## src/rtl/ecs_pkg.sv

```systemverilog
// Shared types, constants and codes for the eight-instruction CPU step block.
// Used by every module under rtl; depends on nothing else.
package ecs_pkg;

  localparam int MEM_WORDS = 65536;
  localparam int MEM_AW    = $clog2(MEM_WORDS);
  localparam int REG_COUNT = 8;
  localparam int REG_AW    = $clog2(REG_COUNT);
  localparam int WORD_W    = 32;
  localparam int PC_W      = 16;

  typedef logic [WORD_W-1:0] word_t;
  typedef logic [PC_W-1:0]   pc_t;

  // Instruction opcodes, bits 24..22 of the instruction word
  typedef enum logic [2:0] {
    OP_ADD  = 3'd0,
    OP_NAND = 3'd1,
    OP_LW   = 3'd2,
    OP_SW   = 3'd3,
    OP_BEQ  = 3'd4,
    OP_JALR = 3'd5,
    OP_HALT = 3'd6,
    OP_NOOP = 3'd7
  } opcode_t;

  // Item operation codes
  localparam logic OPER_LOAD = 1'b0;
  localparam logic OPER_STEP = 1'b1;

  typedef enum logic {
    ALU_ADD  = 1'b0,
    ALU_NAND = 1'b1
  } alu_op_t;

  // Result of the shared arithmetic unit
  typedef struct packed {
    logic [WORD_W:0] sum;      // sign-extended sum, one bit wider than a word
    word_t           nand_val;
    logic            equal;
  } alu_res_t;

endpackage

```

## src/rtl/ecs_alu.sv

```systemverilog
// Shared arithmetic unit: add with carry-in, bitwise nand and equality.
// Serves register add and address sums; equality decides branches. Depends on ecs_pkg.
module ecs_alu (
  input  ecs_pkg::alu_op_t  op,
  input  ecs_pkg::word_t    opnd_a,
  input  ecs_pkg::word_t    opnd_b,
  input  logic              carry_in,
  output ecs_pkg::alu_res_t res
);

  logic [ecs_pkg::WORD_W:0] ext_a;
  logic [ecs_pkg::WORD_W:0] ext_b;

  // Sign-extend both operands so the sum keeps its sign
  assign ext_a = {opnd_a[ecs_pkg::WORD_W-1], opnd_a};
  assign ext_b = {opnd_b[ecs_pkg::WORD_W-1], opnd_b};

  always_comb begin
    res.sum      = ext_a + ext_b + {{ecs_pkg::WORD_W{1'b0}}, carry_in};
    res.nand_val = ~(opnd_a & opnd_b);
    res.equal    = (opnd_a == opnd_b);
    // Nand ignores the carry; the sum is still produced for address checks
    if (op == ecs_pkg::ALU_NAND) begin
      res.sum = ext_a + ext_b;
    end
  end

endmodule

```

## config.mk

```make
export PLATFORM = sky130hd
export DESIGN_NAME = ecs_alu
export DESIGN_NICKNAME = d
export VERILOG_FILES = /design/src/rtl/ecs_pkg.sv /design/src/rtl/ecs_alu.sv
export SDC_FILE = /design/constraint.sdc
export NUM_CORES = 1
export LEC_CHECK = 0
export BUFFER_PORTS_ARGS = -buffer_cell sky130_fd_sc_hd__buf_2
export CORE_UTILIZATION = 46
export DETAILED_ROUTE_END_ITERATION = 8
export GPL_TIMING_DRIVEN = 0
export PLACE_DENSITY_LB_ADDON = 0.15
export SLEW_MARGIN = 20
export SYNTH_ARGS = -nofsm -noshare
export SYNTH_HDL_FRONTEND = slang
export SYNTH_SLANG_ARGS = --single-unit
```

## constraint.sdc

```tcl
create_clock -name vclk -period 2.8
set_input_delay 0.14 -clock vclk [all_inputs]
set_output_delay 0.14 -clock vclk [all_outputs]
set_load 0.01 [all_outputs]
```

# == After elaboration in Yosys (flattened, before gate mapping) ==
# Index checks and enable logic that the tools add are counted.
# totals
ramBits,0
word_cells,6
latch_bits,0
mem_count,0
out_inout_bits,66
regBits,0
inputBits,66
rom_bits,0
# op_classes
n_div,0
multipliers,0
bitwise,2
n_reduce_logical,0
magnitude_cmp,0
n_addsub,2
eq_ne,1
shift,0
mux,1
# ops
operator,count
32-bit by 32-bit adder with 33-bit output,1
33-bit by 1-bit adder with 33-bit output,1
33-bit two-way mux,1
32-bit AND,1
32-bit equality test,1
32-bit NOT,1

# == Depth between registers and ports, before layout ==
# Gate-level depths: netlist of the first run.
# depth
word_depth,3
ltp_mapped,12
depth_no_buf,11

# == Least setup slack after synthesis of the first run ==
# OpenSTA, ideal clock, no wires.
# synth_path
path_kind,input -> output
startpoint,input opnd_a[1]
endpoint,output res[62] (netlist name)
slack_ps,-372
arrival_ps,3032
required_time_ps,2660
path_buffers,1
path_stages,12
cell_sequence,ha_1 -> buf_6 -> a211oi_2 -> o221ai_4 -> a21oi_1 -> xnor2_2 -> nand3_2 -> nor4_4 -> nor4b_4 -> or3b_4 -> nor3b_2 -> xor2_1
# synth_rtl
element,line,text
from (decl),ecs_alu.sv:5,"input ecs_pkg::word_t opnd_a,"
to (decl),ecs_alu.sv:8,output ecs_pkg::alu_res_t res

==> flow_metrics.tcl, run 1 <==
set metrics [dict create \
    outcome "finished with violations" \
    violations "negative setup slack" \
    critPathLaunch "opnd_b[6]" \
    end_kind "output pin" \
    clock.fmax_mhz 289 \
    yosys-top-cells-count "nand2_1, inv_1, nor2_1, a21oi_1, ha_1" \
    nNetsFinal 737 \
    start_util_pct 47.6 \
    crit_chain "buf_2 > ha_1 > buf_6 > and2_4 > nor2b_4 > a211oi_2 > o41ai_2 > xor2_1 > nand4_2 > nor4b_4 > or3b_4 > nor3b_4 > xor2_1 > buf_2" \
    grt_overflow 0 \
    dieArea_sq_mm 0.00686 \
    period_needed_ns 3.46 \
    dp_slack_ns -0.836 \
    ioPinCount 132 \
    grt_pass1_wl_um 16600 \
    drt_iter0_markers 195 \
    hold_class "in2out" \
    avgSynthCellArea_sq_um 6.63 \
    die_h_um 82.8 \
    yosysTopAreaCell "ha_1" \
    max_slew.worst_pin.slew_ns 0.596 \
    vias 4305 \
    grt_max_degree 11 \
    grt_antenna_before_repair 0 \
    place_area_sq_mm 0.00388 \
    yosysSeqAreaShare_pct 0 \
    yosysWarnings 0 \
    post_drt_wl_per_cell_um 17.3 \
    core_sq_mm 0.00631 \
    slew_viol_final 0 \
    cp-start-kind "primary input" \
    rows 29 \
    seq_cell_count 0 \
    port_buffers 132 \
    cp_max_fo 8 \
    rsz0062_at_grt "yes" \
    cpMaxStageDelayCell "or3b_4" \
    nClkBuffers 0 \
    arrival_ns 3.32 \
    synth_cells 453 \
    drc_errors 0 \
    die_w_um 82.8 \
    gr-usage-all-layers_pct 31.1 \
    yosysMostFrequentCell "nand2_1" \
    vias_per_cell 6.05 \
    ir_drop_uv 202 \
    ys_top_cells_by_area "ha_1, xnor2_1, a21oi_1" \
    antenna_cells 0 \
    dp_cells 662 \
    gp_congestion 0.937 \
    slowest_delay_ns 0.45 \
    p_total_mw 1.45 \
    min_period_over_period_pct 124 \
    stdcell_count 711 \
    syn_to_final_growth_pct 64.2 \
    firstDrtPassIters 5 \
    ant_nets 0 \
    critPathCapture "res[62]" \
    path_class "in2out" \
    finalInstanceArea_sq_mm 0.00493 \
    regArea_sq_um 0 \
    maxSlewHeadroom_pct 60.0 \
    p_leak_nw 2.16 \
    layout_setup_ws_ns -0.659 \
    fin_util_pct 78.1 \
    maxCapViolCount 0 \
    wl_um 12300 \
    ys_types 70 \
    worstPathRequired_ns 2.66 \
    hold_depth 3 \
    drive_gt1_share_pct 49.2 \
    hold_viol 0 \
    grt_pass1_vias 3481 \
    power_density_mw_per_mm2 294 \
    syn_nets 554 \
    setup_viol 18 \
    syn_area_sq_mm 0.00300 \
    synth_top_area_share_pct 14.6 \
    dp_hpwl_um 8000 \
]
cell usage in the layout (no fill, tap or decap), drive strengths merged, types with 3 or more instances in the layout:
| cell | instances |
|---|---|
| a21oi | 41 |
| or2 | 6 |
| nor2 | 42 |
| nand2 | 46 |
| ha | 35 |
| a211oi | 5 |
| nand4 | 8 |
| xnor2 | 34 |
| a31oi | 3 |
| nor3b | 5 |
| inv | 43 |
| and3 | 3 |
| buf | 196 |
| nor3 | 8 |
| o221ai | 4 |
| nand3 | 16 |
| or3 | 5 |
| nand2b | 5 |
| and2 | 3 |
| nor4 | 11 |
| o31ai | 3 |
| o311ai | 3 |
| o211ai | 3 |
| o21a | 4 |
| o21ai | 34 |
| clkbuf | 4 |
| xor2 | 20 |
| a21o | 6 |
worst min-delay path by stage:
stage                     from  endpoint  slack [ns]
floorplan                   op   res[33]        0.44
finish                      op   res[33]        0.65
detailed placement          op   res[33]        0.66
global route                op   res[33]        0.66
CTS                 opnd_a[10]   res[11]        0.65
global placement            op   res[33]        0.65
worst max-delay path: cells and delay by family:
kind	cells	cell delay [ns]
xor gates and xnor gates	2	0.49
buffers and inverters	3	0.39
AOI/OAI and AO/OA	2	0.51
adders and majority gates	1	0.29
and+or+nand+nor	6	1.49
through the flow:
step / hold WS [ns] / TNS [ns]
final: 0.654 / -7.91
after CTS: 0.647 / -4.47
after detailed placement: 0.656 / -9.34
after floorplan: 0.438 / -0.575
after global routing: 0.664 / -10.22
after global placement: 0.654 / -9.32
cells by family after synthesis:
logic type | Yosys count | share of synthesized area, %
AOI/OAI and AO/OA | 125 | 27.5
muxes | 4 | 1.42
buffers and inverters | 62 | 8.83
and+or+nand+nor | 173 | 31.4
adders and majority gates | 35 | 14.6
xor gates and xnor gates | 54 | 16.3
per-layer routing:
layer / track usage [%] / vias up / wire length (um)
li1: - / 1998 / -
met1: 41.7 / 1984 / 5070
met2: 55.6 / 269 / 6080
met3: 0.984 / 54 / 782
met4: 5.17 / 0 / 399
met5: 0 / - / 0
power breakdown:
part	total, mW	internal (mW)	switching [mW]
Combinational	1.45	0.640	0.809
Clock	0	0	0
Sequential	0	0	0
layout make-up:
class	count	area [sq um]
Buffer	10	62.6
Fill cell	462	1380
Inverter	43	164
Multi-Input combinational cell	391	3410
Tap cell	77	96.3
Timing Repair Buffer	190	1200
timing repair:
item	CTS	global route
setup endpoints to repair	21	21
cloned	0	0
buffers inserted	42	17
pin swaps	44	42
resized for setup	96	42
hold buffers	0	0
Note: power is estimated with default switching activity, not from simulation.
==> inputs of run 2 (changes only) <==
Settings changed: MAX_ROUTING_LAYER from default to met4, REMOVE_ABC_BUFFERS from default to 1.
==> flow_metrics.tcl, run 2 (synthesis gave the netlist of run 1 again) <==
set metrics [dict create \
    grt_max_degree 13 \
    end_kind "output pin" \
    cp_num_buf_inv 3 \
    grt_pass1_vias 3479 \
    fin_util_pct 72.4 \
    outcome "finished with violations" \
    cp-start-kind "primary input" \
    regArea_sq_um 0 \
    critPathCapture "res[62]" \
    multi_input_area_sq_mm 0.00326 \
    critPathLaunch "opnd_a[2]" \
    post_drt_wl_per_cell_um 15.9 \
    stdcell_count 692 \
    crit_chain "buf_2 > ha_4 > o211ai_2 > o221ai_4 > buf_4 > a211oi_2 > o41ai_2 > xor2_1 > nand4_2 > nor4b_4 > or3b_4 > nor3b_2 > xor2_1 > buf_2" \
    cp_max_fo 8 \
    nClkBuffers 0 \
    grtUsageMet1_pct 34.2 \
    port_buffers 132 \
    wl_um 11000 \
    dieArea_sq_mm 0.00686 \
    slowest_delay_ns 0.45 \
    grt_pass1_wl_um 15900 \
    grt_antenna_before_repair 0 \
    use_met2_pct 57.2 \
    path_class "in2out" \
    ioPinCount 132 \
    grt_busiest_layer "met2" \
    die_w_um 82.8 \
    power_frac_seq_pct 0 \
    hold_class "in2out" \
    dp_cells 643 \
    ant_nets 0 \
    rows 29 \
    rsz0062_at_grt "yes" \
    worstPathRequired_ns 2.66 \
    cpMaxStageDelayCell "or3b_4" \
    vias_per_cell 5.81 \
    max_slew.worst_pin.slew_ns 0.608 \
    finalSetupTns_ns -6.69 \
    setup_viol 19 \
    drt_iter0_markers 280 \
    nNetsFinal 718 \
    switchingPower_mw 0.742 \
    slew_viol_final 0 \
    ir_drop_uv 179 \
    p_int_mw 0.607 \
    hold_viol 0 \
    drc_errors 0 \
    dp_slack_ns -1.19 \
    firstDrtPassIters 6 \
    maxSlewHeadroom_pct 59.2 \
    p_total_mw 1.35 \
    gp_congestion 0.865 \
    period_needed_ns 3.41 \
    use_met3_pct 0.765 \
    netSwitchingFraction_pct 55.0 \
    maxCapViolCount 0 \
    layout_common_cells "buf_2, buf_4, nand2_1, inv_1, nor2_1" \
    final.fill_count 508 \
    power_density_mw_per_mm2 295 \
    arrival_ns 3.27 \
    layout_setup_ws_ns -0.609 \
    start_util_pct 47.6 \
    violations "negative setup slack" \
    antenna_cells 0 \
    grt_overflow 0 \
    critical_path.top_delay_family "simple AND/OR/NAND/NOR gates" \
    final_common_cell "buf_2" \
    comb_power_share_pct 100.0 \
    dp_hpwl_um 7740 \
    vias 4022 \
    syn_to_final_growth_pct 52.2 \
    drive_gt1_share_pct 45.2 \
    clock.fmax_mhz 293 \
    p_leak_nw 1.97 \
    seq_cell_count 0 \
    gr-usage-all-layers_pct 29.9 \
    min_period_over_period_pct 122 \
    cp_num_cells 14 \
    core_sq_mm 0.00631 \
    clkPwrFrac_pct 0 \
    hold_start "op" \
    die_h_um 82.8 \
]
==> run 2: cell types whose count changed in the layout (fill, tap and decap cells not counted), sizes merged <==
cell    previous run  this run
clkbuf             4         1
buf              196       180
==> run 2: worst min-delay path, cell delays in order <==
cell and delay, ns:
buf_2 0.12, mux2_2 0.15, buf_2 0.11
==> run 2: stage by stage <==
stage	instance area [sq um]	hold WS, ns
after floorplan	2900	0.438
after global placement	3660	0.650
after detailed placement	3660	0.656
after CTS	4260	0.661
after global routing	4570	0.681
final	4570	0.665
==> run 2: power groups by stage <==
stage / logic (mW) / registers [mW] / clock network [mW]
2_1_floorplan: 0.705 / 0 / 0
3_3_place_gp: 0.999 / 0 / 0
3_5_place_dp: 1.01 / 0 / 0
4_1_cts: 1.20 / 0 / 0
5_1_grt: 1.46 / 0 / 0
6_report: 1.35 / 0 / 0
==> run 2: cell type report <==
| cell class | instances | share of cell area, % |
|---|---|---|
| Tap cell | 77 | 2.11 |
| Inverter | 43 | 3.53 |
| Timing Repair Buffer | 181 | 23.0 |
| Multi-Input combinational cell | 391 | 71.4 |
==> run 2: metal layers <==
metal / share of wire, % / wire length [um]
met5: 0 / 0
met2: 52 / 5760
met4: 2.7 / 295
met1: 39 / 4330
met3: 5.6 / 616
==> run 2: timing repair <==
item,4_1_cts,5_1_grt
pin swaps,20,25
endpoints found under the setup margin,22,21
gates cloned,0,0
hold buffers,0,0
resized for setup,75,35
buffers inserted,28,22
==> run 2: worst min path at each step <==
stage | end | slack, ns | cells past startpoint
finish | res[33] | 0.66 | 3
global route | res[34] | 0.68 | 3
CTS | res[33] | 0.66 | 3
detailed placement | res[33] | 0.66 | 3
global placement | res[33] | 0.65 | 3
floorplan | res[33] | 0.44 | 1
==> inputs of run 3 (changes only) <==
Settings changed: ABC_AREA from default to 1, CORE_UTILIZATION 46 to 49, PLACE_DENSITY from default to 0.87, PLACE_DENSITY_LB_ADDON 0.15 to default.
==> flow_metrics.tcl, run 3 <==
set metrics [dict create \
    outcome "finished, final reports clean" \
    maxCapViolCount 0 \
    max_slew.worst_pin.slew_ns 0.471 \
    min_period_over_period_pct 94.4 \
    fin_hold_ws_ns 0.666 \
    hold_class "in2out" \
    clock.fmax_mhz 378 \
    drt_iter0_markers 450 \
    regArea_sq_um 0 \
    antenna_cells 0 \
    wl_um 12500 \
    layout_common_cells "nand2_1, inv_1, buf_2, nor2_1, nand3_1" \
    nClkBuffers 0 \
    dp_hpwl_um 10800 \
    port_buffers 132 \
    ys_top_cells_by_area "nand2_1, inv_1, ha_1" \
    vias_per_cell 5.11 \
    dieArea_sq_mm 0.00859 \
    grt_pass1_wl_um 20500 \
    ir_drop_uv 122 \
    rows 32 \
    p_leak_nw 3.03 \
    cp-start-kind "primary input" \
    yosys-top-cells-count "nand2_1, inv_1, nor2_1, nand3_1, ha_1" \
    drc_errors 0 \
    place_area_sq_mm 0.00480 \
    grt_pass1_vias 4762 \
    ant_nets 0 \
    firstDrtPassIters 5 \
    yosysSeqAreaShare_pct 0 \
    fin_util_pct 62.2 \
    nNetsFinal 1075 \
    seq_cell_count 0 \
    ioPinCount 132 \
    grt_antenna_before_repair 0 \
    hold_viol 0 \
    gr-usage-all-layers_pct 29.3 \
    finalInstanceArea_sq_mm 0.00488 \
    synth_top_area_share_pct 33.0 \
    ys_types 29 \
    slew_viol_final 0 \
    arrival_ns 2.50 \
    start_util_pct 51.4 \
    drive_gt1_share_pct 21.9 \
    stdcell_count 1074 \
    layout_setup_ws_ns 0.157 \
    end_kind "output pin" \
    die_h_um 92.7 \
    p_total_mw 1.18 \
    final_common_cell "nand2_1" \
    post_drt_wl_per_cell_um 11.7 \
    dp_slack_ns 0.130 \
    core_sq_mm 0.00785 \
    path_class "in2out" \
    rsz0062_at_grt "yes" \
    setup_viol 0 \
    yosysTopAreaCell "nand2_1" \
    worstPathRequired_ns 2.66 \
    dp_cells 1073 \
    syn_area_sq_mm 0.00403 \
    synth_cells 841 \
    vias 5489 \
    finalSetupTns_ns 0 \
    grt_overflow 0 \
    power_density_mw_per_mm2 243 \
    syn_to_final_growth_pct 21.0 \
    grt_max_degree 9 \
    maxSlewHeadroom_pct 68.3 \
    period_needed_ns 2.64 \
    cp_max_fo 7 \
    multi_input_area_sq_mm 0.00345 \
    yosysWarnings 0 \
    gp_congestion 0.987 \
    die_w_um 92.7 \
    yosysMostFrequentCell "nand2_1" \
    avgSynthCellArea_sq_um 4.79 \
    final.fill_count 810 \
]
-- run 3: worst max-delay path: stages --
cell	delay, ns
buf_2	0.10
ha_1	0.41
nand2_1	0.16
nor2_2	0.22
inv_1	0.06
nor3_1	0.22
nand3_1	0.14
nand3b_1	0.11
nand2_1	0.16
nor2_1	0.23
nand2_1	0.09
nor2_1	0.16
nand2_1	0.07
nand2_1	0.06
nand2_1	0.04
buf_2	0.13
-- run 3: cell families (layout without fill, tap and decap cells) --
| logic type | Yosys count | after routing | synth area share [%] |
|---|---|---|---|
| adders and majority gates | 35 | 35 | 10.9 |
| xor gates and xnor gates | 20 | 20 | 4.81 |
| AOI/OAI and AO/OA | 31 | 31 | 4.16 |
| and+or+nand+nor | 583 | 583 | 63.9 |
| buffers and inverters | 172 | 303 | 16.3 |
-- run 3: worst paths after layout --
| path | startpoint | to | slack (ns) | depth (start not counted) |
|---|---|---|---|---|
| setup / recovery | opnd_a[22] | res[62] | 0.16 | 16 |
| hold / removal | opnd_b[28] | res[29] | 0.67 | 4 |
-- run 3: layer usage --
layer / vias up / GRT usage, % / wire (um)
li1: 2838 / - / -
met2: 241 / 50.2 / 5790
met4: 0 / 4.23 / 173
met1: 2390 / 39.0 / 5590
met3: 20 / 1.48 / 984
met5: - / - / 0
-- run 3: area by class of cell --
| type | instances | area share [%] |
|---|---|---|
| repair buffers | 133 | 13.7 |
| well taps | 102 | 2.62 |
| multi-input cells | 669 | 70.6 |
| inverters | 170 | 13.1 |
-- run 3: timing repair --
| item | in CTS | in global routing |
|---|---|---|
| setup endpoints to repair | 0 | 15 |
| setup buffers | 0 | 1 |
| hold endpoints to repair | 0 | 0 |
| resized for setup | 0 | 19 |
| hold buffers | 0 | 0 |
-- run 3: power by group --
part	total [mW]	internal (mW)	switching, mW
registers	0	0	0
clock network	0	0	0
logic	1.18	0.410	0.775
