--- src/rtl/ecs_pkg.sv ---
// Shared types, constants and codes for the eight-instruction CPU step block.
// Used by every module under rtl; depends on nothing else.
package ecs_pkg;

  localparam int MEM_WORDS = 65536;
  localparam int MEM_AW    = $clog2(MEM_WORDS);
  localparam int REG_COUNT = 8;
  localparam int REG_AW    = $clog2(REG_COUNT);
  localparam int WORD_W    = 32;
  localparam int PC_W      = 16;

  typedef logic [WORD_W-1:0] word_t;
  typedef logic [PC_W-1:0]   pc_t;

  // Instruction opcodes, bits 24..22 of the instruction word
  typedef enum logic [2:0] {
    OP_ADD  = 3'd0,
    OP_NAND = 3'd1,
    OP_LW   = 3'd2,
    OP_SW   = 3'd3,
    OP_BEQ  = 3'd4,
    OP_JALR = 3'd5,
    OP_HALT = 3'd6,
    OP_NOOP = 3'd7
  } opcode_t;

  // Item operation codes
  localparam logic OPER_LOAD = 1'b0;
  localparam logic OPER_STEP = 1'b1;

  typedef enum logic {
    ALU_ADD  = 1'b0,
    ALU_NAND = 1'b1
  } alu_op_t;

  // Result of the shared arithmetic unit
  typedef struct packed {
    logic [WORD_W:0] sum;      // sign-extended sum, one bit wider than a word
    word_t           nand_val;
    logic            equal;
  } alu_res_t;

endpackage

--- src/rtl/ecs_regfile.sv ---
// Eight-entry register file: two registered read ports, one write port.
// Per-entry valid bits make unwritten registers read as zero after reset.
// Depends on ecs_pkg.
module ecs_regfile (
  input  logic                      clk,
  input  logic                      rst_n,
  input  logic                      rd_en,
  input  logic [ecs_pkg::REG_AW-1:0] rd_addr_a,
  input  logic [ecs_pkg::REG_AW-1:0] rd_addr_b,
  output ecs_pkg::word_t            rd_data_a,
  output ecs_pkg::word_t            rd_data_b,
  input  logic                      wr_en,
  input  logic [ecs_pkg::REG_AW-1:0] wr_addr,
  input  ecs_pkg::word_t            wr_data
);

  ecs_pkg::word_t                  regs_r [ecs_pkg::REG_COUNT];
  logic [ecs_pkg::REG_COUNT-1:0]   valid_r;
  ecs_pkg::word_t                  rd_data_a_r;
  ecs_pkg::word_t                  rd_data_b_r;

  // Track which entries hold written data
  always_ff @(posedge clk) begin
    if (!rst_n) begin
      valid_r <= '0;
    end else if (wr_en) begin
      valid_r[wr_addr] <= 1'b1;
    end
  end

  // Store the write data
  always_ff @(posedge clk) begin
    if (wr_en) begin
      regs_r[wr_addr] <= wr_data;
    end
  end

  // Read both ports; an unwritten entry reads as zero
  always_ff @(posedge clk) begin
    if (rd_en) begin
      rd_data_a_r <= valid_r[rd_addr_a] ? regs_r[rd_addr_a] : '0;
      rd_data_b_r <= valid_r[rd_addr_b] ? regs_r[rd_addr_b] : '0;
    end
  end

  assign rd_data_a = rd_data_a_r;
  assign rd_data_b = rd_data_b_r;

endmodule

--- config.mk ---
export PLATFORM = sky130hd
export DESIGN_NAME = ecs_regfile
export DESIGN_NICKNAME = d
export VERILOG_FILES = /design/src/rtl/ecs_pkg.sv /design/src/rtl/ecs_regfile.sv
export SDC_FILE = /design/constraint.sdc
export NUM_CORES = 1
export LEC_CHECK = 0
export ABC_AREA = 1
export BUFFER_PORTS_ARGS = -buffer_cell sky130_fd_sc_hd__buf_2
export CAP_MARGIN = 20
export CORE_UTILIZATION = 45
export DETAILED_ROUTE_END_ITERATION = 8
export PLACE_DENSITY = 0.63
export SLEW_MARGIN = 20
export SYNTH_ARGS = -nofsm -noshare
export SYNTH_HDL_FRONTEND = slang
export SYNTH_SLANG_ARGS = --single-unit
--- constraint.sdc ---
create_clock -name clk -period 6.2 [get_ports clk]
set_input_delay 0.93 -clock clk [delete_from_list [all_inputs] [get_ports clk]]
set_output_delay 0.93 -clock clk [all_outputs]
set_load 0.03 [all_outputs]
Word level (Yosys, flattened, before mapping)
Memory sizes are Yosys's and may differ from the RTL's. A register that Yosys moved wholly into a read port is not among the register bits.
Cells that the tools add are included.
{ "op_classes": {"reduce_logical": 3, "order_cmp": 4, "bitwise_logic": 1, "muxes": 8} }
{ "ops": {"columns": ["op", "count"], "rows": [
  ["3-bit by 4-bit < comparator with 1-bit output, second input constant", 3],
  ["8-bit OR", 1],
  ["1-bit binary-select mux with 3-bit select", 2],
  ["1-bit 2-to-1 mux", 5],
  ["1-bit demux with 3-bit select", 1],
  ["3-bit by 1-bit greater-or-equal comparator with 1-bit output, second input constant", 1],
  ["1-bit logical NOT", 2],
  ["1-bit logical AND", 1]
]} }
{ "totals": {"reg_bits": 8, "ramBits": 256, "n_memories": 1, "elab_cells": 18} }
{ "memory_table": {"columns": ["memory", "words", "word_bits", "read_ports", "rd_clocked_by_memory_dff", "write_ports", "line_no", "source"], "rows": [
  ["regs_r", 8, 32, 2, 2, 1, "ecs_regfile.sv:17", "ecs_pkg::word_t regs_r [ecs_pkg::REG_COUNT];"]
]} }

Depth between registers and ports, before layout
Gate-level depths: netlist (run 1).
{ "depth": {"word_depth": 5, "mapped_depth": 11, "depth_no_buf": 8} }

Worst setup path before layout (run 1)
OpenSTA, ideal clock, no wires.
{ "synth_path": {"kind": "in2reg", "start": "input wr_addr[2] in the netlist's numbering", "end": "memory regs_r[1][0] in the netlist's numbering, enable pin", "cell_stages": 1, "arrival_time_ns": 3.260, "setup_slack_ns": 2.476, "cell_sequence": "nor3_1"} }
{ "synth_lines": {"columns": ["item", "line_no", "source"], "rows": [
  ["start, declared", "ecs_regfile.sv:13", "input logic [ecs_pkg::REG_AW-1:0] wr_addr,"],
  ["end, declared", "ecs_regfile.sv:17", null]
]} }
No word-level cell before the write port.

Worst setup path in the final report (run 1)
{ "layout_path": {"start": "input rd_addr_a[0] in the netlist's numbering", "end": "register rd_data_a_r[0], in the netlist rd_data_a[0] (read register of regs_r), data pin"} }
{ "layout_via": {"elab_chain_cells": 3} }
{ "layout_lines": {"columns": ["item", "line_no", "source"], "rows": [
  ["start, declared", "ecs_regfile.sv:8", "input logic [ecs_pkg::REG_AW-1:0] rd_addr_a,"],
  ["1-bit binary-select mux with 3-bit select", "ecs_regfile.sv:41", "rd_data_a_r <= valid_r[rd_addr_a] ? regs_r[rd_addr_a] : '0;"],
  ["1-bit 2-to-1 mux (implied by the code)", "ecs_regfile.sv:41", null],
  ["1-bit logical NOT (no line)", null, null],
  ["end, declared", "ecs_regfile.sv:19", "ecs_pkg::word_t rd_data_a_r;"]
]} }
Parallel ways exist; a longest one is shown, timed or not. The select of a mux whose other input is x is not followed.
A chain may end at the register's enable or synchronous reset.

==> flow_metrics.tcl, run 1 <==
set metrics [dict create \
    grt_first_pass_wirelength_um 66700 \
    power_switching_mw 1.29 \
    maximum_number_of_pins_on_one_net_before_global_route_repair 83 \
    chipHeight_um 195 \
    finalSetupViolations 0 \
    avgViaCountPerCell 5.12 \
    num_vias 13000 \
    p_leak_nw 9.15 \
    timing.final.hold_violations 0 \
    placed_cells_incl_taps 2471 \
    dpl_worst_slack_ns 2.43 \
    hpwl_um 21400 \
    number_of_remaining_drc_errors 0 \
    floorplan.io_pins 109 \
    cts_root_buffer "sky130_fd_sc_hd__clkbuf_16" \
    yosys.area.top_type_share 0.575 \
    n_fill_cell 3389 \
    die_area_um2 37900 \
    post_synth_instance_area_um2 16700 \
    setup.worst_path.start_class "input port" \
    hold_depth 2 \
    synth.ff_latch_count 328 \
    critPathKind "input port to flip-flop" \
    status "complete, no violations" \
    grt_pass1_vias 12600 \
    synthToLayoutAreaGrowth_pct 9.77 \
    timing.slew.headroom 0.255 \
    sw_share 0.249 \
    grt_antenna_before_repair 3 \
    timing.critical_path.required_ns 6.46 \
    coreArea_um2 36600 \
    max_slew.worst_pin.slew_ns 1.12 \
    synth_seq_area_share 0.585 \
    combPwrFrac 0.110 \
    power-per-cell-area_nw_per_um2 282 \
    synth_fp_nets 2035 \
    drt_first_iter_violations 1158 \
    min_period_ns 3.31 \
    ctsLongestPathBuffers 3 \
    final.period_utilization 0.535 \
    gr-usage-all-layers 0.227 \
    power.ir.vdd_worst_mv 0.166 \
    synth-warning-count 0 \
    drt-total-wl_um 43200 \
    cts_inserted_buffers 37 \
    cap_viol_max_count 0 \
    clock_insertion_delay_worst_skew_ns 0.51 \
    cts_hold_buffers 0 \
    tns_ns 0 \
    setup_slack_ns 2.89 \
    gp_congestion 0.776 \
    drt-pass1-iter-count 5 \
    synth_largest_area_cell "sky130_fd_sc_hd__edfxtp_1" \
    ant_nets 0 \
    post_synth.cell_area_avg_um2 8.40 \
    overflow_left_after_global_routing 0 \
    final_cells 2538 \
    crit_arrival_ns 3.58 \
    post-cts-setup-buffer-count 0 \
    timing.critical_path.to_type "flip-flop" \
    fmax_mhz 302 \
    rsz0062_at_grt "false" \
    die_w_um 195 \
    final_nets 2088 \
    synthesis.instances 1990 \
    io_buffers 108 \
    clkSinkCount 328 \
    cp_max_fo 82 \
    p_clk_frac 0.396 \
    final_max_slew_viol_count 0 \
    rr_worst_depth 8 \
    cts_max_level 2 \
    tritoncts_clock_tree "done" \
    std_cell_rows 70 \
    cts-resized-gates 0 \
    routedWlPerCell_um 17.0 \
    cts.reportedPaths.clkPinSlew_ns 0.06 \
    p_seq_frac 0.494 \
    cell_types_occupying_the_most_area_after_synthesis "sky130_fd_sc_hd__edfxtp_1 (58%), sky130_fd_sc_hd__nand2_1 (21%), sky130_fd_sc_hd__nand3_1 (7.9%), sky130_fd_sc_hd__inv_1 (7.7%), sky130_fd_sc_hd__buf_6 (2.3%)" \
    post_route_cells_drive_above_1_share 0.0909 \
    hp_class "flip-flop to flip-flop" \
    final.hold.worst_slack_ns 0.471 \
    p_int_mw 3.88 \
    clock-skew-final_ns 0.0177 \
    synthDistinctLibCells 15 \
    floorplan.initialDensity 0.456 \
]
kinds of logic (layout without fill, tap and decap cells):
| group | count (synthesis) | after routing | synth area share |
|---|---|---|---|
| DFF | 328 | 328 | 0.585 |
| and+or+nand+nor | 1204 | 1204 | 0.290 |
| AOI/OAI and AO/OA | 6 | 6 | 0.00180 |
| buffers and inverters | 452 | 530 | 0.123 |
| other | 0 | 2 | 0 |
sequential cells by signal (all words and copies together), names as in the netlist:
signal	flops
valid_r	8
regs_r	256
rd_data_b	32
rd_data_a	32
cell type report:
type	count	area, µm²	area share
diodes	2	5.00	0.000273
clock inverters	18	139	0.00757
inverters	346	1300	0.0711
multi-input cells	1210	4900	0.267
well taps	468	586	0.0319
clock buffers	46	980	0.0534
flip-flops and latches	328	9770	0.533
repair buffers	120	658	0.0359
power groups by stage:
stage | Combinational [mW] | Sequential, mW | Clock [mW]
floorplan | 0.346 | 2.66 | 0
global placement | 0.554 | 2.60 | 0
detailed placement | 0.564 | 2.60 | 0
CTS | 0.566 | 2.55 | 2.07
global route | 0.631 | 2.56 | 2.15
finish | 0.569 | 2.55 | 2.04
metal layers:
| layer | track usage | wire [µm] | share of wire |
|---|---|---|---|
| met4 | 0.106 | 1610 | 0.037 |
| met2 | 0.395 | 20900 | 0.48 |
| met5 | 0 | 0 | 0 |
| met3 | 0.0292 | 2920 | 0.068 |
| met1 | 0.281 | 17800 | 0.41 |
final timing paths:
kind | from | end | slack [ns]
max | rd_addr_a[0] | rd_data_a[0] | 2.89
min | valid_r[1] | valid_r[1] | 0.47
max reg2reg | valid_r[3] | rd_data_a[0] | 4.40
min reg2reg | valid_r[1] | valid_r[1] | 0.47
worst max-delay path, stage by stage:
cell,delay [ns]
sky130_fd_sc_hd__buf_4,0.50
sky130_fd_sc_hd__buf_4,0.87
sky130_fd_sc_hd__nand2_1,0.15
sky130_fd_sc_hd__nand3_1,0.12
sky130_fd_sc_hd__nand2_1,0.07
sky130_fd_sc_hd__nand2_1,0.07
sky130_fd_sc_hd__nand2_2,0.54
sky130_fd_sc_hd__nand2_1,0.23
sky130_fd_sc_hd__inv_1,0.07
through the flow:
stage | cell area, µm² | utilization | total power, mW
2_1_floorplan | 16700 | - | 3.00
5_1_grt | 18300 | 0.501 | 5.34
3_5_place_dp | 17200 | 0.469 | 3.16
3_3_place_gp | 17200 | 0.469 | 3.15
6_report | 18300 | 0.501 | 5.16
4_1_cts | 18300 | 0.500 | 5.19
layout by cell type, fill, tap and decap left out:
cell type	n
sky130_fd_sc_hd__nand2_1	928
sky130_fd_sc_hd__inv_1	334
sky130_fd_sc_hd__edfxtp_1	320
sky130_fd_sc_hd__nand3_1	264
sky130_fd_sc_hd__buf_2	105
sky130_fd_sc_hd__clkbuf_16	37
sky130_fd_sc_hd__buf_4	14
sky130_fd_sc_hd__inv_2	10
sky130_fd_sc_hd__clkinv_2	9
sky130_fd_sc_hd__nor2_1	8
sky130_fd_sc_hd__dfxtp_1	8
sky130_fd_sc_hd__clkbuf_1	7
sky130_fd_sc_hd__a21oi_1	6
sky130_fd_sc_hd__clkinv_1	5
sky130_fd_sc_hd__diode_2	2
sky130_fd_sc_hd__inv_4	2
sky130_fd_sc_hd__nand2_2	2
sky130_fd_sc_hd__clkinvlp_4	2
sky130_fd_sc_hd__bufinv_16	2
sky130_fd_sc_hd__clkbuf_8	2
sky130_fd_sc_hd__nor2_4	1
sky130_fd_sc_hd__nor3_2	1
sky130_fd_sc_hd__buf_16	1
synth_stat cells, drive strengths merged:
| master | instances |
|---|---|
| buf | 102 |
| a21oi | 6 |
| nor2 | 9 |
| edfxtp | 320 |
| dfxtp | 8 |
| clkbuf | 4 |
| nor3 | 1 |
| nand3 | 264 |
| inv | 346 |
| nand2 | 930 |
Note: power is estimated with default switching activity, not from simulation.
==> inputs of run 2 (changes only) <==
==> constraint.sdc (replaced) <==
create_clock -name clk -period 3.3 [get_ports clk]
set_input_delay 0.495 -clock clk [delete_from_list [all_inputs] [get_ports clk]]
set_output_delay 0.495 -clock clk [all_outputs]
set_load 0.03 [all_outputs]
==> run 2 against run 1 <==
Against the previous run: sequential share of layout area shrank 0.87 points; utilization up 0.83 points; cell count rose by 0.71%; power increased by 98%; sequential cell count unchanged; via count shrank 0.37%; first-iteration DRC count down 12%; worst setup slack got worse by 1.6 ns; die area stayed put; design area is 1.7% higher; largest power group unchanged.
==> flow_metrics.tcl, run 2 (synthesized netlist as in run 1, its figures left out) <==
set metrics [dict create \
    top_signal_layer_used "met4" \
    setup_slack_ns 1.32 \
    ctsLongestPathBuffers 3 \
    status "complete, no violations" \
    cp_max_fo 25 \
    std_cell_rows 70 \
    layout_commonest_cell "sky130_fd_sc_hd__nand2_1" \
    cts-resized-gates 0 \
    crit_buf_inv 4 \
    met2_length_um 21000 \
    placed_cells_incl_taps 2487 \
    number_of_remaining_drc_errors 0 \
    setup.worst_path.start_class "input port" \
    timing.slew.headroom 0.302 \
    timing.final.hold_violations 0 \
    finalSetupViolations 0 \
    timing.critical_path.to_type "flip-flop" \
    drt-total-wl_um 43900 \
    final_core_utilization 0.509 \
    combPwrFrac 0.106 \
    mostFrequentLayoutCells "sky130_fd_sc_hd__nand2_1 (928), sky130_fd_sc_hd__inv_1 (334), sky130_fd_sc_hd__edfxtp_1 (320), sky130_fd_sc_hd__nand3_1 (264), sky130_fd_sc_hd__buf_2 (105)" \
    synthToLayoutAreaGrowth_pct 11.6 \
    post-cts-setup-buffer-count 0 \
    timing.critical_path.mode_cell "sky130_fd_sc_hd__nand2_1" \
    ant_nets 0 \
    cts_max_level 2 \
    crit_arrival_ns 2.25 \
    tritoncts_clock_tree "done" \
    cts.reportedPaths.clkPinSlew_ns 0.06 \
    cts_hold_buffers 0 \
    detailroute.wirelength.met3_um 3480 \
    floorplan.initialDensity 0.456 \
    final_max_slew_viol_count 0 \
    gp_congestion 0.802 \
    cts_root_buffer "sky130_fd_sc_hd__clkbuf_16" \
    post-route-cell-area_um2 18600 \
    clock-skew-final_ns 0.0121 \
    num_vias 12900 \
    hp_class "input port to flip-flop" \
    critPathKind "input port to flip-flop" \
    io_buffers 108 \
    grt_pass1_vias 13000 \
    clock_insertion_delay_worst_skew_ns 0.52 \
    min_period_ns 1.98 \
    p_seq_frac 0.468 \
    worst_path_cell_trace "buf_2 -> inv_2 -> nand3_1 -> nand2_1 -> nand2_1 -> nand2_2 -> buf_4 -> nand2_1 -> inv_1" \
    sw_share 0.243 \
    tns_ns 0 \
    rsz0062_at_grt "false" \
    avgViaCountPerCell 5.07 \
    overflow_left_after_global_routing 0 \
    p_clk_frac 0.425 \
    power.ir.vdd_worst_mv 0.461 \
    power-per-cell-area_nw_per_um2 549 \
    p_int_mw 7.74 \
    routedWlPerCell_um 17.2 \
    power_switching_mw 2.49 \
    final_cells 2556 \
    drt-pass1-iter-count 5 \
    gr-usage-all-layers 0.233 \
    fmax_mhz 506 \
    die_area_um2 37900 \
    cap_viol_max_count 0 \
    post_route_cells_drive_above_1_share 0.0978 \
    coreArea_um2 36600 \
    wl_met1_um 17900 \
    final_nets 2104 \
    slowest_stage "sky130_fd_sc_hd__nand2_2" \
    largest_incremental_delay_on_the_critical_path_ns 0.45 \
    totalPowerFinal_mw 10.2 \
    die_w_um 195 \
    drt_first_iter_violations 1023 \
    grt_antenna_before_repair 2 \
    floorplan.io_pins 109 \
    cts_inserted_buffers 38 \
    timing.critical_path.required_ns 3.57 \
    placed_cell_area_um2 17400 \
    maximum_number_of_pins_on_one_net_before_global_route_repair 129 \
    critical_path.top_delay_family "buffers and inverters" \
    dpl_worst_slack_ns 0.839 \
    clkSinkCount 328 \
    largest_register_ffs 256 \
    hpwl_um 23900 \
    grt_first_pass_wirelength_um 68600 \
    max_slew.worst_pin.slew_ns 1.05 \
    final.period_utilization 0.599 \
    chipHeight_um 195 \
    registers.top_by_ff_count "regs_r" \
    final.hold.worst_slack_ns 0.247 \
    p_leak_nw 9.31 \
]
-- run 2: area by class of cell --
type / instances / area [µm²]
multi-input combinational: 1210 / 4900
tap: 468 / 586
sequential: 328 / 9770
timing repair buffer: 135 / 801
clock inverter: 22 / 282
fill: 3429 / 18000
clock buffer: 45 / 998
antenna: 2 / 5.00
inverter: 346 / 1300
-- run 2: layer usage --
layer	track usage	vias up
li1	-	6304
met1	0.291	5947
met2	0.399	588
met3	0.0392	109
met4	0.0985	0
met5	0	-
-- run 2: final timing paths --
| kind | start | end | slack [ns] | cells after the start |
|---|---|---|---|---|
| max | rd_addr_a[1] | rd_data_a[24] | 1.32 | 9 |
| min | wr_data[5] | regs_r[1][5] | 0.25 | 1 |
| max reg2reg | valid_r[5] | rd_data_a[24] | 1.47 | 9 |
| min reg2reg | valid_r[1] | valid_r[1] | 0.47 | 2 |
-- run 2: power by group through the flow --
stage / Combinational, mW / Sequential, mW / Clock, mW
6_report: 1.09 / 4.79 / 4.35
5_1_grt: 1.21 / 4.81 / 4.58
4_1_cts: 1.09 / 4.79 / 4.43
3_5_place_dp: 1.08 / 4.88 / 0
3_3_place_gp: 1.07 / 4.88 / 0
2_1_floorplan: 0.650 / 4.99 / 0
-- run 2: worst register-to-register path, cell delays in order (launching register included) --
cell	delay (ns)
sky130_fd_sc_hd__dfxtp_1	0.29
sky130_fd_sc_hd__inv_1	0.10
sky130_fd_sc_hd__nand2_1	0.06
sky130_fd_sc_hd__nand3_1	0.08
sky130_fd_sc_hd__nand2_1	0.05
sky130_fd_sc_hd__nand2_1	0.06
sky130_fd_sc_hd__nand2_2	0.46
sky130_fd_sc_hd__buf_4	0.38
sky130_fd_sc_hd__nand2_1	0.06
sky130_fd_sc_hd__inv_1	0.04
==> inputs of run 3 (changes only) <==
--- a/config.mk
+++ b/config.mk
@@ -5,12 +5,12 @@
 export SDC_FILE = /design/constraint.sdc
 export NUM_CORES = 1
 export LEC_CHECK = 0
-export ABC_AREA = 1
+export ABC_AREA = 0
 export BUFFER_PORTS_ARGS = -buffer_cell sky130_fd_sc_hd__buf_2
 export CAP_MARGIN = 20
 export CORE_UTILIZATION = 45
 export DETAILED_ROUTE_END_ITERATION = 8
-export PLACE_DENSITY = 0.63
+export PLACE_DENSITY = 0.66
 export SLEW_MARGIN = 20
 export SYNTH_ARGS = -nofsm -noshare
 export SYNTH_HDL_FRONTEND = slang
==> constraint.sdc (replaced) <==
create_clock -name clk -period 1.7 [get_ports clk]
set_input_delay 0.255 -clock clk [delete_from_list [all_inputs] [get_ports clk]]
set_output_delay 0.255 -clock clk [all_outputs]
set_load 0.03 [all_outputs]
==> run 3 against run 2 <==
Against the previous run: combinational power rose by 46%; global-route usage shrank 3.7 points; cell count down 52%; first-iteration DRC count is 46% lower; synthesized area is 16% lower; clock skew shrank 0.0055 ns; sequential cell count stayed put; sequential share of layout area is 5.9 points higher; design area is 10% lower; synthesized cell count shrank 67%; critical path type is now flip-flop to flip-flop; critical endpoint is now rd_data_b[29]; largest power group unchanged.
==> flow_metrics.tcl, run 3 <==
set metrics [dict create \
    rr_endpoint "rd_data_b[29]" \
    power.ir.vdd_worst_mv 0.582 \
    fmax_mhz 616 \
    synth_top_family_by_area "multiplexers" \
    grt_pass1_vias 7821 \
    post_route_cells_drive_above_1_share 0.417 \
    grt_antenna_before_repair 2 \
    layout_commonest_cell "sky130_fd_sc_hd__edfxtp_1" \
    cts-resized-gates 0 \
    grt_first_pass_wirelength_um 45400 \
    synth.ff_latch_count 328 \
    std_cell_rows 64 \
    totalPowerFinal_mw 17.9 \
    crit_arrival_ns 1.87 \
    crit_start "valid_r[5]" \
    reg2reg_from "valid_r[5]" \
    slowest_stage "sky130_fd_sc_hd__mux4_2" \
    hp_class "input port to flip-flop" \
    io_buffers 108 \
    synthesis.instances 654 \
    die_w_um 179 \
    cap_viol_max_count 0 \
    maximum_number_of_pins_on_one_net_before_global_route_repair 65 \
    cts_max_level 2 \
    n_fill_cell 2326 \
    max_slew.worst_pin.slew_ns 0.394 \
    synthToLayoutAreaGrowth_pct 19.4 \
    drt_first_iter_violations 549 \
    cts_root_buffer "sky130_fd_sc_hd__clkbuf_16" \
    registers.top_by_ff_count "regs_r" \
    synth_largest_area_cell "sky130_fd_sc_hd__edfxtp_1" \
    final.period_utilization 0.955 \
    timing.final.hold_violations 0 \
    min_period_ns 1.62 \
    die_area_um2 31900 \
    chipHeight_um 179 \
    synth-compound-area-share 0.00428 \
    rsz0062_at_grt "false" \
    ys_dominant_reg_cell "sky130_fd_sc_hd__edfxtp_1" \
    ctsLongestPathBuffers 3 \
    overflow_left_after_global_routing 0 \
    critPathKind "flip-flop to flip-flop" \
    final_nets 854 \
    clkSinkCount 328 \
    post_synth_instance_area_um2 14000 \
    cell_types_occupying_the_most_area_after_synthesis "sky130_fd_sc_hd__edfxtp_1 (69%), sky130_fd_sc_hd__mux4_2 (21%), sky130_fd_sc_hd__mux2i_1 (4.6%), sky130_fd_sc_hd__nor2_1 (1.9%), sky130_fd_sc_hd__dfxtp_1 (1.1%)" \
    coreArea_um2 30600 \
    timing.reg2reg.setup_slack_ns 0.08 \
    synth_seq_area_share 0.696 \
    synth_most_common_cell "sky130_fd_sc_hd__edfxtp_1" \
    synth_fp_nets 699 \
    drt-total-wl_um 30300 \
    cts_inserted_buffers 34 \
    gp_congestion 0.754 \
    synth.top_cells.by_count "sky130_fd_sc_hd__edfxtp_1 (320), sky130_fd_sc_hd__mux4_2 (132), sky130_fd_sc_hd__nor2_1 (70)" \
    cp_max_fo 19 \
    multiplexer_fraction_of_the_synthesized_cell_area 0.260 \
    avgViaCountPerCell 5.74 \
    worst_path_cell_trace "mux4_2 -> mux2i_4 -> buf_12 -> nor2_1" \
    hpwl_um 18900 \
    p_leak_nw 5.78 \
    num_vias 7058 \
    yosys.area.top_type_share 0.685 \
    power-per-cell-area_nw_per_um2 1070 \
    status "complete, no violations" \
    post_synth_xor_area_fraction 0 \
    timing.slew.headroom 0.737 \
    rr_worst_depth 4 \
    largest_register_ffs 256 \
    largest_incremental_delay_on_the_critical_path_ns 0.50 \
    cp-endpoint "rd_data_b[29]" \
    path_depth 4 \
    synth_edf_count 320 \
    post_synth_and_or_nand_nor_area_fraction 0.0213 \
    floorplan.io_pins 109 \
    timing.critical_path.required_ns 1.95 \
    timing.critical_path.to_type "flip-flop" \
    floorplan.initialDensity 0.459 \
    synthDistinctLibCells 15 \
    clock_insertion_delay_worst_skew_ns 0.50 \
    mostFrequentLayoutCells "sky130_fd_sc_hd__edfxtp_1 (320), sky130_fd_sc_hd__mux4_2 (132), sky130_fd_sc_hd__buf_2 (103), sky130_fd_sc_hd__mux2i_1 (64), sky130_fd_sc_hd__nor2_1 (64)" \
    routedWlPerCell_um 24.6 \
    crit_buf_inv 1 \
    cts.reportedPaths.clkPinSlew_ns 0.06 \
    setup.worst_path.start_class "flip-flop" \
    clock-skew-final_ns 0.00657 \
    post_synth.cell_area_avg_um2 21.4 \
    synth-warning-count 0 \
    final.hold.worst_slack_ns 0.0191 \
    finalSetupViolations 0 \
    drt-pass1-iter-count 5 \
    ant_nets 0 \
    gr-usage-all-layers 0.196 \
    critical_path.top_delay_family "multiplexers" \
    yosys.area_share.adder 0 \
    asyncSetResetFlopFracSynth 0 \
    number_of_remaining_drc_errors 0 \
    tritoncts_clock_tree "done" \
    final_max_slew_viol_count 0 \
]
-- run 3: kinds of logic after synthesis --
kind of cell | count (synthesis)
simple gates | 77
flops | 328
buf+inv | 43
mux | 198
compound gates | 8
-- run 3: final cells by class --
| type | count | area, µm² | share of cell area |
|---|---|---|---|
| antenna | 2 | 5.00 | 0.000299 |
| clock buffer | 43 | 906 | 0.0541 |
| clock inverter | 16 | 143 | 0.00851 |
| multi-input combinational | 283 | 4090 | 0.244 |
| sequential | 328 | 9770 | 0.583 |
| tap | 396 | 495 | 0.0296 |
| timing repair buffer | 162 | 1340 | 0.0801 |
-- run 3: stage by stage --
step                worst slack (ns)  cell area (µm²)  cells  TNS (ns)   util
floorplan                     -0.407            14100    654    -14.41      -
global placement             -0.0617            15700   1166     -1.40  0.512
detailed placement            -0.136            15700   1166     -2.70  0.512
CTS                           0.0862            16700   1228         0  0.547
global route                  0.0515            16700   1229         0  0.548
finish                        0.0773            16800   1230         0  0.548
-- run 3: metal layers --
layer  global-route usage  wire [µm]
met4               0.0752        835
met3               0.0354       1710
met5                    0          0
met2                0.357      16600
met1                0.230      11100
-- run 3: how the worst min path moves through the flow --
| stage | slack [ns] | cells past startpoint | start | to |
|---|---|---|---|---|
| final | 0.02 | 1 | wr_data[18] | regs_r[4][18] |
| after detailed placement | 0.48 | 1 | valid_r[1] | valid_r[1] |
| after global placement | 0.47 | 1 | valid_r[4] | valid_r[4] |
| after CTS | 0.0004 | 1 | wr_data[18] | regs_r[4][18] |
| after floorplan | 0.35 | 0 | wr_data[0] | regs_r[0][0] |
| after global routing | 0.01 | 1 | wr_data[2] | regs_r[7][2] |
-- run 3: report_power, final --
part / switching (mW) / total [mW] / internal, mW
Sequential: 0.123 / 9.31 / 9.18
Clock: 2.96 / 7.04 / 4.09
Combinational: 0.846 / 1.59 / 0.746
Total: 3.92 / 17.9 / 14.0
-- run 3: timing repair --
action	in CTS	in global routing
endpoints found under the hold margin	17	0
hold buffers	3	0
buffers inserted	0	0
